==> src/rtl/core/lqs_pkg.sv <==
package lqs_pkg;

   localparam logic KIND_LOAD = 1'b0;
   localparam logic KIND_DRAW = 1'b1;

   localparam int CSR_IDX_W  = 1;
   localparam int CSR_DATA_W = 8;
   localparam logic [CSR_IDX_W-1:0] CSR_QUANTUM    = 1'b0;
   localparam logic [CSR_IDX_W-1:0] CSR_PROC_COUNT = 1'b1;

   localparam logic [7:0] QUANTUM_RESET    = 8'd4;
   localparam logic [7:0] QUANTUM_MIN      = 8'd1;
   localparam logic [4:0] PROC_COUNT_RESET = 5'd4;

   localparam int TICKET_W   = 6;
   localparam int TICKET_MAX = 50;
   localparam logic [3:0]          TICKET_BASE  = 4'd5;
   localparam logic [3:0]          TICKET_MIN   = 4'd1;
   localparam logic [TICKET_W-1:0] TICKET_SCALE = 6'd10;

   typedef struct packed {
      logic [15:0] arrival;
      logic [15:0] burst;
      logic [3:0]  prio;
      logic [15:0] remaining;
   } entry_type;

   localparam int ENTRY_W = $bits(entry_type);

   typedef struct packed {
      logic load_wr;
      logic draw_start;
      logic scan;
      logic decide;
      logic mult;
      logic pick;
      logic fetch;
      logic update;
      logic rsp_load;
   } dp_cmd_type;

   typedef struct packed {
      logic scan_done;
      logic pick_done;
      logic no_work;
   } dp_stat_type;

   function automatic logic [TICKET_W-1:0] tickets_of(input logic [3:0] prio);
      logic [3:0] base;
      base = (prio < TICKET_BASE) ? (TICKET_BASE - prio) : 4'd0;
      if (base < TICKET_MIN) base = TICKET_MIN;
      return TICKET_W'(base) * TICKET_SCALE;
   endfunction

endpackage

==> src/rtl/core/lqs_ram.sv <==
module lqs_ram #(
   parameter int WIDTH = 8,
   parameter int DEPTH = 16,
   localparam int AW = (DEPTH > 1) ? $clog2(DEPTH) : 1
) (
   input  logic             clock,
   input  logic             wr_en,
   input  logic [AW-1:0]    addr,
   input  logic [WIDTH-1:0] wr_data,
   output logic [WIDTH-1:0] rd_data
);

   logic [WIDTH-1:0] mem_ff [DEPTH];
   logic [WIDTH-1:0] rd_data_ff;

   always_ff @(posedge clock) begin
      if (wr_en) begin
         mem_ff[addr] <= wr_data;
      end
      rd_data_ff <= mem_ff[addr];
   end

   assign rd_data = rd_data_ff;

endmodule

==> src/rtl/core/lqs_dp.sv <==
module lqs_dp import lqs_pkg::*; #(
   parameter int MAX_PROCS = 16
) (
   input  logic                  clock,
   input  logic                  reset,
   input  logic                  csr_wr_en,
   input  logic [CSR_IDX_W-1:0]  csr_index,
   input  logic [CSR_DATA_W-1:0] csr_wr_data,
   input  logic [3:0]            req_entry_index,
   input  logic [15:0]           req_arrival,
   input  logic [15:0]           req_burst,
   input  logic [3:0]            req_priority_req,
   input  logic [15:0]           req_random_value,
   input  dp_cmd_type            cmd,
   output dp_stat_type           stat,
   output logic [3:0]            rsp_winner,
   output logic [31:0]           rsp_slice_start,
   output logic [31:0]           rsp_slice_end,
   output logic                  rsp_finished,
   output logic [31:0]           rsp_turnaround,
   output logic [31:0]           rsp_waiting,
   output logic                  rsp_all_done
);

   localparam int AW    = (MAX_PROCS > 1) ? $clog2(MAX_PROCS) : 1;
   localparam int CW    = $clog2(MAX_PROCS + 1);
   localparam int TOT_W = $clog2(TICKET_MAX * MAX_PROCS + 1);
   localparam int PW    = 16 + TOT_W;

   logic [7:0]           quantum_ff, quantum_in;
   logic [4:0]           pcount_ff, pcount_in;
   logic [31:0]          clock_ff, clock_in;
   logic [MAX_PROCS-1:0] valid_ff, valid_in;
   logic [CW-1:0]        cnt_ff, cnt_in;
   logic                 pipe_v_ff, pipe_v_in;
   logic [AW-1:0]        pipe_idx_ff, pipe_idx_in;
   logic [15:0]          rand_ff, rand_in;
   logic                 any_ready_ff, any_ready_in;
   logic                 any_pend_ff, any_pend_in;
   logic [15:0]          earliest_ff, earliest_in;
   logic [TOT_W-1:0]     tot_ready_ff, tot_ready_in;
   logic [TOT_W-1:0]     tot_early_ff, tot_early_in;
   logic [TOT_W-1:0]     total_ff, total_in;
   logic [TOT_W-1:0]     target_ff, target_in;
   logic [TOT_W-1:0]     acc_ff, acc_in;
   logic                 found_ff, found_in;
   logic [AW-1:0]        win_ff, win_in;
   logic                 alldone_ff, alldone_in;
   logic [31:0]          start_ff, start_in;
   logic                 fin_ff, fin_in;
   logic [15:0]          arr_w_ff, arr_w_in;
   logic [16:0]          ab_sum_ff, ab_sum_in;

   logic [3:0]  rsp_winner_ff, rsp_winner_in;
   logic [31:0] rsp_start_ff, rsp_start_in;
   logic [31:0] rsp_end_ff, rsp_end_in;
   logic        rsp_fin_ff, rsp_fin_in;
   logic [31:0] rsp_ta_ff, rsp_ta_in;
   logic [31:0] rsp_wait_ff, rsp_wait_in;
   logic        rsp_done_ff, rsp_done_in;

   logic [CW-1:0]       used_n;
   logic [AW-1:0]       slot_addr;
   logic                load_ok;
   logic                issue;
   logic [AW-1:0]       ram_addr;
   logic                ram_we;
   entry_type           ram_wdata;
   entry_type           rd_entry;
   logic [15:0]         rd_rem;
   logic                rd_ready;
   logic [TICKET_W-1:0] tix;
   logic [TOT_W-1:0]    acc_next;
   logic [PW-1:0]       product;
   logic [7:0]          q_eff;
   logic [15:0]         run;
   logic [15:0]         rem_new;

   always_comb begin
      if (32'(pcount_ff) > 32'(MAX_PROCS)) begin
         used_n = CW'(MAX_PROCS);
      end else begin
         used_n = CW'(pcount_ff);
      end
   end

   assign slot_addr = AW'(req_entry_index);
   assign load_ok   = cmd.load_wr && (32'(req_entry_index) < 32'(MAX_PROCS));
   assign issue     = (cmd.scan || (cmd.pick && !found_ff)) && (cnt_ff < used_n);

   assign rd_rem   = valid_ff[pipe_idx_ff] ? rd_entry.remaining : 16'd0;
   assign rd_ready = (rd_rem != 16'd0) && (32'(rd_entry.arrival) <= clock_ff);
   assign tix      = tickets_of(rd_entry.prio);
   assign acc_next = acc_ff + TOT_W'(tix);
   assign product  = PW'(rand_ff) * PW'(total_ff);

   assign q_eff   = (quantum_ff == 8'd0) ? QUANTUM_MIN : quantum_ff;
   assign run     = (rd_rem < 16'(q_eff)) ? rd_rem : 16'(q_eff);
   assign rem_new = rd_rem - run;

   always_comb begin
      if (cmd.fetch || cmd.update) begin
         ram_addr = win_ff;
      end else if (cmd.load_wr) begin
         ram_addr = slot_addr;
      end else begin
         ram_addr = cnt_ff[AW-1:0];
      end
   end

   assign ram_we = load_ok || cmd.update;

   always_comb begin
      if (cmd.update) begin
         ram_wdata           = rd_entry;
         ram_wdata.remaining = rem_new;
      end else begin
         ram_wdata.arrival   = req_arrival;
         ram_wdata.burst     = req_burst;
         ram_wdata.prio      = req_priority_req;
         ram_wdata.remaining = req_burst;
      end
   end

   lqs_ram #(
      .WIDTH (ENTRY_W),
      .DEPTH (MAX_PROCS)
   ) u_table (
      .clock   (clock),
      .wr_en   (ram_we),
      .addr    (ram_addr),
      .wr_data (ram_wdata),
      .rd_data (rd_entry)
   );

   always_comb begin
      quantum_in   = quantum_ff;
      pcount_in    = pcount_ff;
      clock_in     = clock_ff;
      valid_in     = valid_ff;
      cnt_in       = cnt_ff;
      pipe_v_in    = issue;
      pipe_idx_in  = ram_addr;
      rand_in      = rand_ff;
      any_ready_in = any_ready_ff;
      any_pend_in  = any_pend_ff;
      earliest_in  = earliest_ff;
      tot_ready_in = tot_ready_ff;
      tot_early_in = tot_early_ff;
      total_in     = total_ff;
      target_in    = target_ff;
      acc_in       = acc_ff;
      found_in     = found_ff;
      win_in       = win_ff;
      alldone_in   = alldone_ff;
      start_in     = start_ff;
      fin_in       = fin_ff;
      arr_w_in     = arr_w_ff;
      ab_sum_in    = ab_sum_ff;

      rsp_winner_in = rsp_winner_ff;
      rsp_start_in  = rsp_start_ff;
      rsp_end_in    = rsp_end_ff;
      rsp_fin_in    = rsp_fin_ff;
      rsp_ta_in     = rsp_ta_ff;
      rsp_wait_in   = rsp_wait_ff;
      rsp_done_in   = rsp_done_ff;

      if (csr_wr_en) begin
         case (csr_index)
            CSR_QUANTUM:    quantum_in = csr_wr_data;
            CSR_PROC_COUNT: pcount_in  = csr_wr_data[4:0];
            default: ;
         endcase
      end

      if (load_ok) begin
         valid_in[slot_addr] = 1'b1;
         clock_in            = 32'd0;
      end

      if (issue) begin
         cnt_in = cnt_ff + CW'(1);
      end

      if (cmd.draw_start) begin
         rand_in      = req_random_value;
         cnt_in       = '0;
         any_ready_in = 1'b0;
         any_pend_in  = 1'b0;
         tot_ready_in = '0;
         tot_early_in = '0;
         alldone_in   = 1'b0;
      end

      if (cmd.scan && pipe_v_ff && (rd_rem != 16'd0)) begin
         if (32'(rd_entry.arrival) <= clock_ff) begin
            any_ready_in = 1'b1;
            tot_ready_in = tot_ready_ff + TOT_W'(tix);
         end else if (!any_pend_ff || (rd_entry.arrival < earliest_ff)) begin
            any_pend_in  = 1'b1;
            earliest_in  = rd_entry.arrival;
            tot_early_in = TOT_W'(tix);
         end else if (rd_entry.arrival == earliest_ff) begin
            tot_early_in = tot_early_ff + TOT_W'(tix);
         end
      end

      if (cmd.decide) begin
         alldone_in = !any_ready_ff && !any_pend_ff;
         if (!any_ready_ff) begin
            if (any_pend_ff) begin
               clock_in = 32'(earliest_ff);
            end
            total_in = tot_early_ff;
         end else begin
            total_in = tot_ready_ff;
         end
      end

      if (cmd.mult) begin
         target_in = product[16 +: TOT_W];
         cnt_in    = '0;
         acc_in    = '0;
         found_in  = 1'b0;
         win_in    = '0;
      end

      if (cmd.pick && pipe_v_ff && !found_ff && rd_ready) begin
         acc_in = acc_next;
         if (target_ff < acc_next) begin
            found_in = 1'b1;
            win_in   = pipe_idx_ff;
         end
      end

      if (cmd.update) begin
         start_in  = clock_ff;
         clock_in  = clock_ff + 32'(run);
         fin_in    = (rem_new == 16'd0);
         arr_w_in  = rd_entry.arrival;
         ab_sum_in = 17'(rd_entry.arrival) + 17'(rd_entry.burst);
      end

      if (cmd.rsp_load) begin
         if (alldone_ff) begin
            rsp_winner_in = 4'd0;
            rsp_start_in  = 32'd0;
            rsp_end_in    = 32'd0;
            rsp_fin_in    = 1'b0;
            rsp_ta_in     = 32'd0;
            rsp_wait_in   = 32'd0;
            rsp_done_in   = 1'b1;
         end else begin
            rsp_winner_in = 4'(win_ff);
            rsp_start_in  = start_ff;
            rsp_end_in    = clock_ff;
            rsp_fin_in    = fin_ff;
            rsp_ta_in     = fin_ff ? (clock_ff - 32'(arr_w_ff)) : 32'd0;
            rsp_wait_in   = fin_ff ? (clock_ff - 32'(ab_sum_ff)) : 32'd0;
            rsp_done_in   = 1'b0;
         end
      end
   end

   always_ff @(posedge clock) begin
      if (reset) begin
         quantum_ff   <= QUANTUM_RESET;
         pcount_ff    <= PROC_COUNT_RESET;
         clock_ff     <= 32'd0;
         valid_ff     <= '0;
         cnt_ff       <= '0;
         pipe_v_ff    <= 1'b0;
         any_ready_ff <= 1'b0;
         any_pend_ff  <= 1'b0;
         found_ff     <= 1'b0;
         alldone_ff   <= 1'b0;
      end else begin
         quantum_ff   <= quantum_in;
         pcount_ff    <= pcount_in;
         clock_ff     <= clock_in;
         valid_ff     <= valid_in;
         cnt_ff       <= cnt_in;
         pipe_v_ff    <= pipe_v_in;
         any_ready_ff <= any_ready_in;
         any_pend_ff  <= any_pend_in;
         found_ff     <= found_in;
         alldone_ff   <= alldone_in;
      end
   end

   always_ff @(posedge clock) begin
      pipe_idx_ff   <= pipe_idx_in;
      rand_ff       <= rand_in;
      earliest_ff   <= earliest_in;
      tot_ready_ff  <= tot_ready_in;
      tot_early_ff  <= tot_early_in;
      total_ff      <= total_in;
      target_ff     <= target_in;
      acc_ff        <= acc_in;
      win_ff        <= win_in;
      start_ff      <= start_in;
      fin_ff        <= fin_in;
      arr_w_ff      <= arr_w_in;
      ab_sum_ff     <= ab_sum_in;
      rsp_winner_ff <= rsp_winner_in;
      rsp_start_ff  <= rsp_start_in;
      rsp_end_ff    <= rsp_end_in;
      rsp_fin_ff    <= rsp_fin_in;
      rsp_ta_ff     <= rsp_ta_in;
      rsp_wait_ff   <= rsp_wait_in;
      rsp_done_ff   <= rsp_done_in;
   end

   assign stat.scan_done = (cnt_ff == used_n) && !pipe_v_ff;
   assign stat.pick_done = found_ff || ((cnt_ff == used_n) && !pipe_v_ff);
   assign stat.no_work   = !any_ready_ff && !any_pend_ff;

   assign rsp_winner      = rsp_winner_ff;
   assign rsp_slice_start = rsp_start_ff;
   assign rsp_slice_end   = rsp_end_ff;
   assign rsp_finished    = rsp_fin_ff;
   assign rsp_turnaround  = rsp_ta_ff;
   assign rsp_waiting     = rsp_wait_ff;
   assign rsp_all_done    = rsp_done_ff;

`ifndef ASSERT_OFF
   a_found_past_target: assert property (@(posedge clock) disable iff (reset)
      found_ff |-> (target_ff < acc_ff))
      else $error("winner flagged without ticket sum passing target");

   a_found_from_pick: assert property (@(posedge clock) disable iff (reset)
      $rose(found_ff) |-> $past(pipe_v_ff && cmd.pick))
      else $error("winner flagged outside a pick beat");

   a_read_in_range: assert property (@(posedge clock) disable iff (reset)
      pipe_v_ff |-> (32'(pipe_idx_ff) < 32'(used_n)))
      else $error("table walk read past entries in use");
`endif

endmodule

==> src/rtl/core/lqs_ctrl.sv <==
module lqs_ctrl import lqs_pkg::*; (
   input  logic        clock,
   input  logic        reset,
   input  logic        req_valid,
   input  logic        req_kind,
   output logic        req_stall,
   output logic        rsp_valid,
   input  logic        rsp_stall,
   output dp_cmd_type  cmd,
   input  dp_stat_type stat
);

   typedef enum logic [7:0] {
      S_IDLE   = 8'b0000_0001,
      S_SCAN   = 8'b0000_0010,
      S_DECIDE = 8'b0000_0100,
      S_MULT   = 8'b0000_1000,
      S_PICK   = 8'b0001_0000,
      S_FETCH  = 8'b0010_0000,
      S_UPDATE = 8'b0100_0000,
      S_OUT    = 8'b1000_0000
   } state_type;

   state_type state_ff, state_in;
   logic      rsp_valid_ff, rsp_valid_in;
   logic      accept;
   logic      rsp_free;

   assign req_stall = (state_ff != S_IDLE);
   assign accept    = req_valid && (state_ff == S_IDLE);
   assign rsp_free  = !rsp_valid_ff || !rsp_stall;

   always_comb begin
      cmd            = '0;
      cmd.load_wr    = accept && (req_kind == KIND_LOAD);
      cmd.draw_start = accept && (req_kind == KIND_DRAW);
      cmd.scan       = (state_ff == S_SCAN);
      cmd.decide     = (state_ff == S_DECIDE);
      cmd.mult       = (state_ff == S_MULT);
      cmd.pick       = (state_ff == S_PICK);
      cmd.fetch      = (state_ff == S_FETCH);
      cmd.update     = (state_ff == S_UPDATE);
      cmd.rsp_load   = (state_ff == S_OUT) && rsp_free;
   end

   always_comb begin
      state_in = state_ff;
      case (state_ff)
         S_IDLE: begin
            if (cmd.draw_start) state_in = S_SCAN;
         end
         S_SCAN: begin
            if (stat.scan_done) state_in = S_DECIDE;
         end
         S_DECIDE: begin
            state_in = stat.no_work ? S_OUT : S_MULT;
         end
         S_MULT:   state_in = S_PICK;
         S_PICK: begin
            if (stat.pick_done) state_in = S_FETCH;
         end
         S_FETCH:  state_in = S_UPDATE;
         S_UPDATE: state_in = S_OUT;
         S_OUT: begin
            if (rsp_free) state_in = S_IDLE;
         end
         default:  state_in = S_IDLE;
      endcase
   end

   always_comb begin
      if (cmd.rsp_load) begin
         rsp_valid_in = 1'b1;
      end else if (rsp_free) begin
         rsp_valid_in = 1'b0;
      end else begin
         rsp_valid_in = rsp_valid_ff;
      end
   end

   always_ff @(posedge clock) begin
      if (reset) begin
         state_ff     <= S_IDLE;
         rsp_valid_ff <= 1'b0;
      end else begin
         state_ff     <= state_in;
         rsp_valid_ff <= rsp_valid_in;
      end
   end

   assign rsp_valid = rsp_valid_ff;

`ifndef ASSERT_OFF
   a_draw_starts_scan: assert property (@(posedge clock) disable iff (reset)
      (req_valid && !req_stall && (req_kind == KIND_DRAW)) |=> (state_ff == S_SCAN))
      else $error("accepted draw did not start the table scan");

   a_load_returns_idle: assert property (@(posedge clock) disable iff (reset)
      cmd.rsp_load |=> (rsp_valid_ff && (state_ff == S_IDLE)))
      else $error("result beat not presented after load");

   a_rsp_from_out: assert property (@(posedge clock) disable iff (reset)
      $rose(rsp_valid_ff) |-> $past(state_ff == S_OUT))
      else $error("result beat raised outside the output state");
`endif

endmodule

==> src/rtl/core/lottery_quantum_scheduler.sv <==
// Load item: the table entry is written at the edge that accepts it; loads run back to back.
// Draw item: a first walk over the single-port table sums the tickets of the entries in use,
// a second walk picks the winner, whose entry is then fetched and updated; with no work left
// there is no second walk. One item at a time: the next item is taken once the result beat is
// loaded, even while it waits; a stalled beat delays the next one.
// Synchronous reset: all entries empty, clock zero, quantum 4, count 4.
module lottery_quantum_scheduler import lqs_pkg::*; #(
   parameter int MAX_PROCS = 16
) (
   input  logic                  clock,
   input  logic                  reset,
   input  logic                  csr_wr_en,
   input  logic [CSR_IDX_W-1:0]  csr_index,
   input  logic [CSR_DATA_W-1:0] csr_wr_data,
   input  logic                  req_valid,
   output logic                  req_stall,
   input  logic                  req_kind,
   input  logic [3:0]            req_entry_index,
   input  logic [15:0]           req_arrival,
   input  logic [15:0]           req_burst,
   input  logic [3:0]            req_priority_req,
   input  logic [15:0]           req_random_value,
   output logic                  rsp_valid,
   input  logic                  rsp_stall,
   output logic [3:0]            rsp_winner,
   output logic [31:0]           rsp_slice_start,
   output logic [31:0]           rsp_slice_end,
   output logic                  rsp_finished,
   output logic [31:0]           rsp_turnaround,
   output logic [31:0]           rsp_waiting,
   output logic                  rsp_all_done
);

   dp_cmd_type  cmd;
   dp_stat_type stat;

   lqs_ctrl u_ctrl (
      .clock     (clock),
      .reset     (reset),
      .req_valid (req_valid),
      .req_kind  (req_kind),
      .req_stall (req_stall),
      .rsp_valid (rsp_valid),
      .rsp_stall (rsp_stall),
      .cmd       (cmd),
      .stat      (stat)
   );

   lqs_dp #(
      .MAX_PROCS (MAX_PROCS)
   ) u_dp (
      .clock            (clock),
      .reset            (reset),
      .csr_wr_en        (csr_wr_en),
      .csr_index        (csr_index),
      .csr_wr_data      (csr_wr_data),
      .req_entry_index  (req_entry_index),
      .req_arrival      (req_arrival),
      .req_burst        (req_burst),
      .req_priority_req (req_priority_req),
      .req_random_value (req_random_value),
      .cmd              (cmd),
      .stat             (stat),
      .rsp_winner       (rsp_winner),
      .rsp_slice_start  (rsp_slice_start),
      .rsp_slice_end    (rsp_slice_end),
      .rsp_finished     (rsp_finished),
      .rsp_turnaround   (rsp_turnaround),
      .rsp_waiting      (rsp_waiting),
      .rsp_all_done     (rsp_all_done)
   );

endmodule

==> config.mk <==
export PLATFORM = sky130hd
export DESIGN_NAME = lottery_quantum_scheduler
export DESIGN_NICKNAME = d
export VERILOG_FILES = /design/src/rtl/core/lqs_pkg.sv /design/src/rtl/core/lqs_ram.sv /design/src/rtl/core/lqs_dp.sv /design/src/rtl/core/lqs_ctrl.sv /design/src/rtl/core/lottery_quantum_scheduler.sv
export SDC_FILE = /design/constraint.sdc
export NUM_CORES = 2
export LEC_CHECK = 0
export ABC_CLOCK_PERIOD_IN_PS = 11450
export BUFFER_PORTS_ARGS = -buffer_cell sky130_fd_sc_hd__buf_4
export CELL_PAD_IN_SITES_DETAIL_PLACEMENT = 2
export CELL_PAD_IN_SITES_GLOBAL_PLACEMENT = 2
export CORE_MARGIN = 5
export CORE_UTILIZATION = 46
export CTS_CLUSTER_DIAMETER = 40
export DETAILED_ROUTE_END_ITERATION = 8
export PLACE_DENSITY_LB_ADDON = 0.1
export SYNTH_ARGS = -nofsm -noshare
export SYNTH_HDL_FRONTEND = slang
export SYNTH_HIERARCHICAL = 1
export SYNTH_SLANG_ARGS = --single-unit
==> constraint.sdc <==
create_clock -name clock -period 11.45 [get_ports clock]
set_clock_uncertainty 0.15 [all_clocks]
set_input_delay 1.145 -clock clock [delete_from_list [all_inputs] [get_ports clock]]
set_output_delay 1.145 -clock clock [all_outputs]
set_load 0.01 [all_outputs]
== Word-level counts from Yosys, hierarchy flattened ==
Memories as Yosys holds them, arrays and structs flattened. A register that Yosys moved wholly into a read port is not among the register bits.
Cells that the tools add are included.

* Mux-type cells: 55
* $add $sub $neg: 10
* Multiply operators: 2
* Eq/ne operators: 15
* Reductions and logical operators: 39
* $lt $le $gt $ge: 11
* Bitwise gates (word level): 5

{| class="wikitable"
|+ Operators by type and width
! cell !! number
|-
| $mux W32 || 5
|-
| $mux W10 || 11
|-
| $pmux W8 S8 || 1
|-
| $mux W52 || 1
|-
| $mux W8 || 6
|-
| $add A32 B16 Y32 || 1
|-
| $le A16 B32 Y1 || 1
|-
| $mux W16 || 2
|-
| $sub A32 B16 Y32 || 1
|-
| $sub A32 B17 Y32 || 1
|-
| $add A10 B6 Y10 || 3
|-
| $mux W4 || 7
|-
| $mul A16 B10 Y26 || 1
|-
| $mux W1 || 19
|-
| $add A16 B16 Y17 || 1
|-
| $eq A16 B16 Y1 || 1
|-
| $logic_not A16 Y1 || 1
|-
| $lt A16 B16 Y1 || 1
|-
| $lt A16 B8 Y1 || 1
|-
| $or A16 B16 Y16 || 1
|-
| $reduce_bool A16 Y1 || 1
|-
| $sub A16 B16 Y16 || 1
|-
| $logic_and A1 B1 Y1 || 15
|-
| $lt A10 B10 Y1 || 1
|-
| other kinds (34) || 53
|}

* Bits in writable memories: 832
* Memories kept: 1
* Logic and storage cells: 170
* Input bits: 71
* Flip-flop bits (word level): 370

{| class="wikitable"
|+ Memories
! memory !! words !! bits a word !! read ports !! clocked after Yosys merged registers in !! write ports !! line !! text
|-
| u_dp.u_table.mem_ff || 16 || 52 || 1 || 1 || 1 || lqs_ram.sv:13 || <nowiki>logic [WIDTH-1:0] mem_ff [DEPTH];</nowiki>
|}

== Depth between registers and ports, before layout ==
* Depth after elaboration: 10
* Mapped depth: 24
* Depth with buffers taken out: 21

== Hierarchy ==
The synthesis kept the hierarchy.

{| class="wikitable"
|+ Modules (own cells, without submodules)
! module !! area each (µm²) !! instances !! seq. area each (µm²) !! cells an instance
|-
| lqs_ram || 32,229.7 || 1 || 26,025.0 || 1,346
|-
| lqs_dp || 24,707.4 || 1 || 9,809.4 || 2,456
|-
| lqs_ctrl || 584.3 || 1 || 180.2 || 66
|}

== Worst setup path before layout ==
No wires, ideal clock.

* Kind: flip-flop to flip-flop
* Start point: register u_ctrl.state_ff[0]
* End point: memory u_dp/u_table/mem_ff[0][0] (netlist name), enable pin
* Data required time: 10.774 ns
* Data arrival time: 7.299 ns
* Path slack: 3.475 ns
* Setup time: 0.526 ns
* Cell stages (with the launch flop): 10
* Path buffers: 2
* Cells stage by stage: dfxtp_1 -> nor4_4 -> nand4b_1 -> inv_1 -> clkbuf_1 -> or2_2 -> clkbuf_1 -> o21ai_0 -> or3b_2 -> nor3_1

{| class="wikitable"
|+ RTL lines
! item !! line !! text
|-
| from (decl) || lqs_ctrl.sv:24 || <nowiki>state_type state_ff, state_in;</nowiki>
|-
| from (signal assigned) || lqs_ctrl.sv:86 || <nowiki>state_ff <= state_in;</nowiki>
|-
| to (decl) || lqs_ram.sv:13 ||
|}

==> results_dict.tcl <==
set metrics [dict create \
    status "finished, final reports clean" \
    worst-r2r-setup-slack_ns 3.91 \
    synth.top_cells.by_area "sky130_fd_sc_hd__edfxtp_1, sky130_fd_sc_hd__mux4_2, sky130_fd_sc_hd__dfxtp_1, sky130_fd_sc_hd__ha_1, sky130_fd_sc_hd__fa_1" \
    number_of_antenna_violations_at_the_first_check_in_global_routing 2 \
    globalRoute.totalOverflow 0 \
    gpl.final_weighted_congestion 0.7980 \
    synth-edff-count 1094 \
    dieWidth_um 363.6 \
    vdd_ir_drop_max_v 0.0002028 \
    drt-vias-per-instance 6.052 \
    r2r_end "u_dp/u_table/mem_ff[15][8]$_DFFE_PP_" \
    met2RoutedLength_um 96390 \
    synthDominantAreaCellType "sky130_fd_sc_hd__edfxtp_1" \
    capture_endpoint_of_the_worst_hold_path "u_dp/pcount_ff[3]$_SDFFE_PP0P_" \
    first_global_vias 39370 \
    first_iter_violations 3097 \
    ff2ff_path_depth 19 \
    fin_crit_sh 0.6584 \
    power_per_cell_area_nw_per_um2 175.6 \
    sequential_share_of_the_synthesized_area 0.6261 \
    layout_setup_ws_ns 3.911 \
    crit_path_end_kind "flop" \
    endpoints_failing_hold 0 \
    synth_top_area_frac 0.5711 \
    synth_cell_type_count 87 \
    tritoncts_num_sinks 1252 \
    antenna_violating_nets_post_route 0 \
    hold_path.class "flop to flop" \
    final-instance-count-excl-fill 5955 \
    max_slew_vio_count 0 \
    grt_start_max_net_pins 156 \
    global_route_wire_length_before_repair_um 279100 \
    post_route_cells_drive_above_1_share 0.2069 \
    io_pins 207 \
    timing.setup.critical_path_class "flop to flop" \
    drt_pass_1_iters 5 \
    area_growth_syn_to_layout_pct 16.99 \
    finish.instance_area_um2 67290 \
    postRouteWirelength_um 189700 \
    min_path_cells 2 \
    fp.coreArea_um2 124000 \
    yosys_warnings 6 \
    cpMostUsedCell "sky130_fd_sc_hd__a21oi_1" \
    detailed_place.area_um2 61070 \
    io_buffers 206 \
    maxCapViolations 0 \
    maxSlewHeadroom 0.1366 \
    initial_core_util 0.4640 \
    synth_seq_cells 1252 \
    syn_avg_cell_area_um2 14.87 \
    critical_path_required_ns 11.73 \
    setup_viol_count_final 0 \
    path_max_fanout 31 \
    post_cts_hold_buffer_count 0 \
    crit-reg2reg-launch "u_dp/pipe_idx_ff[0]$_DFF_P_" \
    tritoncts "done" \
    post_synth_inst_count 3868 \
    floorplan.die_area_um2 132200 \
    insertion_delay_ns 0.82 \
    hold_start "u_dp/pcount_ff[3]$_SDFFE_PP0P_" \
    leakagePower_nw 24.49 \
    synthesized_cell_area_um2 57520 \
    slowest_delay_ns 1.06 \
    final_core_utilization 0.5429 \
    place_worst_setup_slack_ns 4.189 \
    crit_path_start_kind "flop" \
    globalRouteTotalUtil 0.2885 \
    die_height_um 363.6 \
    sequential_cell_area_um2 36020 \
    final_worst_path_period_need_ns 7.539 \
    multi_input_area_um2 19980 \
    synth-main-ff-cell "sky130_fd_sc_hd__edfxtp_1" \
    drt-met1-wl_um 75570 \
    fillCellCount 11180 \
    ctsRootBufferMaster "sky130_fd_sc_hd__clkbuf_16" \
    vias 36040 \
    tritoncts.num_buffers 177 \
    clock_tree.htree_level_count 4 \
    critical_path_arrival_ns 7.82 \
    wl_per_cell_um 31.85 \
    top_layer "met4" \
    fmax_mhz 132.6 \
    number_of_cells_in_the_design_after_placement 5620 \
    worst_slew_pin_slew_ns 1.292 \
    crit_chain "mux4_2 > mux4_2 > and2_1 > ha_1 > a21oi_1 > nor2b_1 > o21ai_0 > nand3_1 > a31oi_2 > mux2i_1 > ha_1 > inv_1 > fa_1 > a21oi_1 > o21ai_0 > a21oi_1 > nor3_1 > xnor2_1 > a21oi_1" \
    async_reset_ff_frac 0 \
    hpwl_um 113700 \
    maximum_number_of_buffers_from_clock_root_to_sink 3 \
    post-cts-setup-buffer-count 0 \
    final_net_count 4555 \
    post-route-drc-count 0 \
    ctsResizeCount 0 \
    grt_setup_unrepaired "no" \
    tns_ns 0 \
    row_count 129 \
    critical-path-slowest-cell "sky130_fd_sc_hd__a21oi_1" \
    met3_wirelength_um 11210 \
    path_clk_slew_ns 0.06 \
]
worst max-delay path, delay by kind of cell (launching register included):
kind	cells	cell delay [ns]
adders and majority gates	3	0.77
xor gates and xnor gates	1	0.33
muxes	3	1.58
AOI/OAI and AO/OA	7	2.60
and+or+nand+nor	4	1.15
DFF	1	0.49
buffers and inverters	1	0.07
state kept, by name, indices dropped and copies added (netlist names), 17 cells and up:
signal                cells
u_dp/u_table/mem_ff     832
u_dp/u_table/rd_data     52
u_dp/clock_ff            32
u_dp/rsp_slice_end       32
u_dp/rsp_slice_start     32
u_dp/rsp_turnaround      32
u_dp/rsp_waiting         32
u_dp/start_ff            32
u_dp/ab_sum_ff           17
metal layers:
| layer | track usage | up-vias |
|---|---|---|
| met4 | 0.09156 | 0 |
| met5 | 0 | - |
| met3 | 0.04797 | 367 |
| li1 | - | 15190 |
| met2 | 0.5038 | 1381 |
| met1 | 0.3717 | 19100 |
synthesized netlist by cell type (all sizes together), types with 37 or more instances:
cell type / number
dfxtp: 158
nand2: 301
buf: 53
ha: 205
a21oi: 108
nor2b: 89
xnor2: 56
a22oi: 105
nor3: 65
nand2b: 40
fa: 117
mux2: 46
inv: 259
mux4: 213
edfxtp: 1094
and2: 98
nor2: 192
clkbuf: 108
a211oi: 37
a21o: 40
o21ai: 96
cells by family (layout without fill, tap and decap cells):
logic type      count (synthesis)  count (layout)  synth area share
xor+xnor                       87              87           0.01325
compound gates                553             553           0.06493
simple gates                  939             939           0.08166
mux                           293             293           0.09832
buf+inv                       421             862           0.03037
flops                        1252            1252            0.6261
other cells                     1              10        0.00006519
fa+ha+maj                     322             322           0.08531
stage by stage:
stage               power (mW)  hold WS, ns
global route             12.25       0.3253
global placement         6.092       0.2958
finish                   11.82       0.3165
floorplan                5.783       0.2564
CTS                      11.92       0.3126
detailed placement       6.152       0.3046
cell usage in the layout (no fill, tap or decap), types with 46 or more instances in the layout:
master,n
sky130_fd_sc_hd__mux2_2,46
sky130_fd_sc_hd__a22oi_1,105
sky130_fd_sc_hd__mux4_2,213
sky130_fd_sc_hd__and2_1,96
sky130_fd_sc_hd__fa_1,117
sky130_fd_sc_hd__xnor2_1,56
sky130_fd_sc_hd__inv_1,257
sky130_fd_sc_hd__nand2_1,300
sky130_fd_sc_hd__edfxtp_1,1094
sky130_fd_sc_hd__a21oi_1,107
sky130_fd_sc_hd__nor2b_1,87
sky130_fd_sc_hd__o21ai_0,83
sky130_fd_sc_hd__ha_1,205
sky130_fd_sc_hd__nor2_1,178
sky130_fd_sc_hd__clkbuf_16,179
sky130_fd_sc_hd__dfxtp_1,157
sky130_fd_sc_hd__nor3_1,60
sky130_fd_sc_hd__buf_4,267
how the worst max path moves through the flow:
stage	startpoint	end	slack, ns	cells after the start
3_5_place_dp	u_dp/pipe_idx_ff[0]$_DFF_P_	u_dp/u_table/mem_ff[1][8]$_DFFE_PP_	4.19	19
3_3_place_gp	u_dp/pipe_idx_ff[0]$_DFF_P_	u_dp/u_table/mem_ff[14][13]$_DFFE_PP_	4.60	21
6_report	u_dp/pipe_idx_ff[0]$_DFF_P_	u_dp/u_table/mem_ff[15][8]$_DFFE_PP_	3.91	19
5_1_grt	u_dp/pipe_idx_ff[0]$_DFF_P_	u_dp/u_table/mem_ff[5][8]$_DFFE_PP_	3.47	19
4_1_cts	u_dp/pipe_idx_ff[0]$_DFF_P_	u_dp/u_table/mem_ff[5][8]$_DFFE_PP_	3.96	19
2_1_floorplan	u_ctrl/state_ff[0]$_SDFFE_PP1P_	u_dp/u_table/mem_ff[0][0]$_DFFE_PP_	3.47	9
power by group:
| group | internal (mW) | switching (mW) | total, mW |
|---|---|---|---|
| sequential | 5.02 | 0.0962 | 5.12 |
| clock | 3.42 | 2.31 | 5.73 |
| combinational | 0.378 | 0.594 | 0.971 |
final cells by class:
class	count	share of cell area
Sequential cell	1252	0.5352
Multi-Input combinational cell	2202	0.2969
Clock buffer	212	0.07019
Tap cell	1637	0.03044
Timing Repair Buffer	269	0.03038
Clock inverter	121	0.02227
Inverter	260	0.01458
Antenna cell	2	0.00007437
No activity file was read; power rests on OpenSTA's default activity.
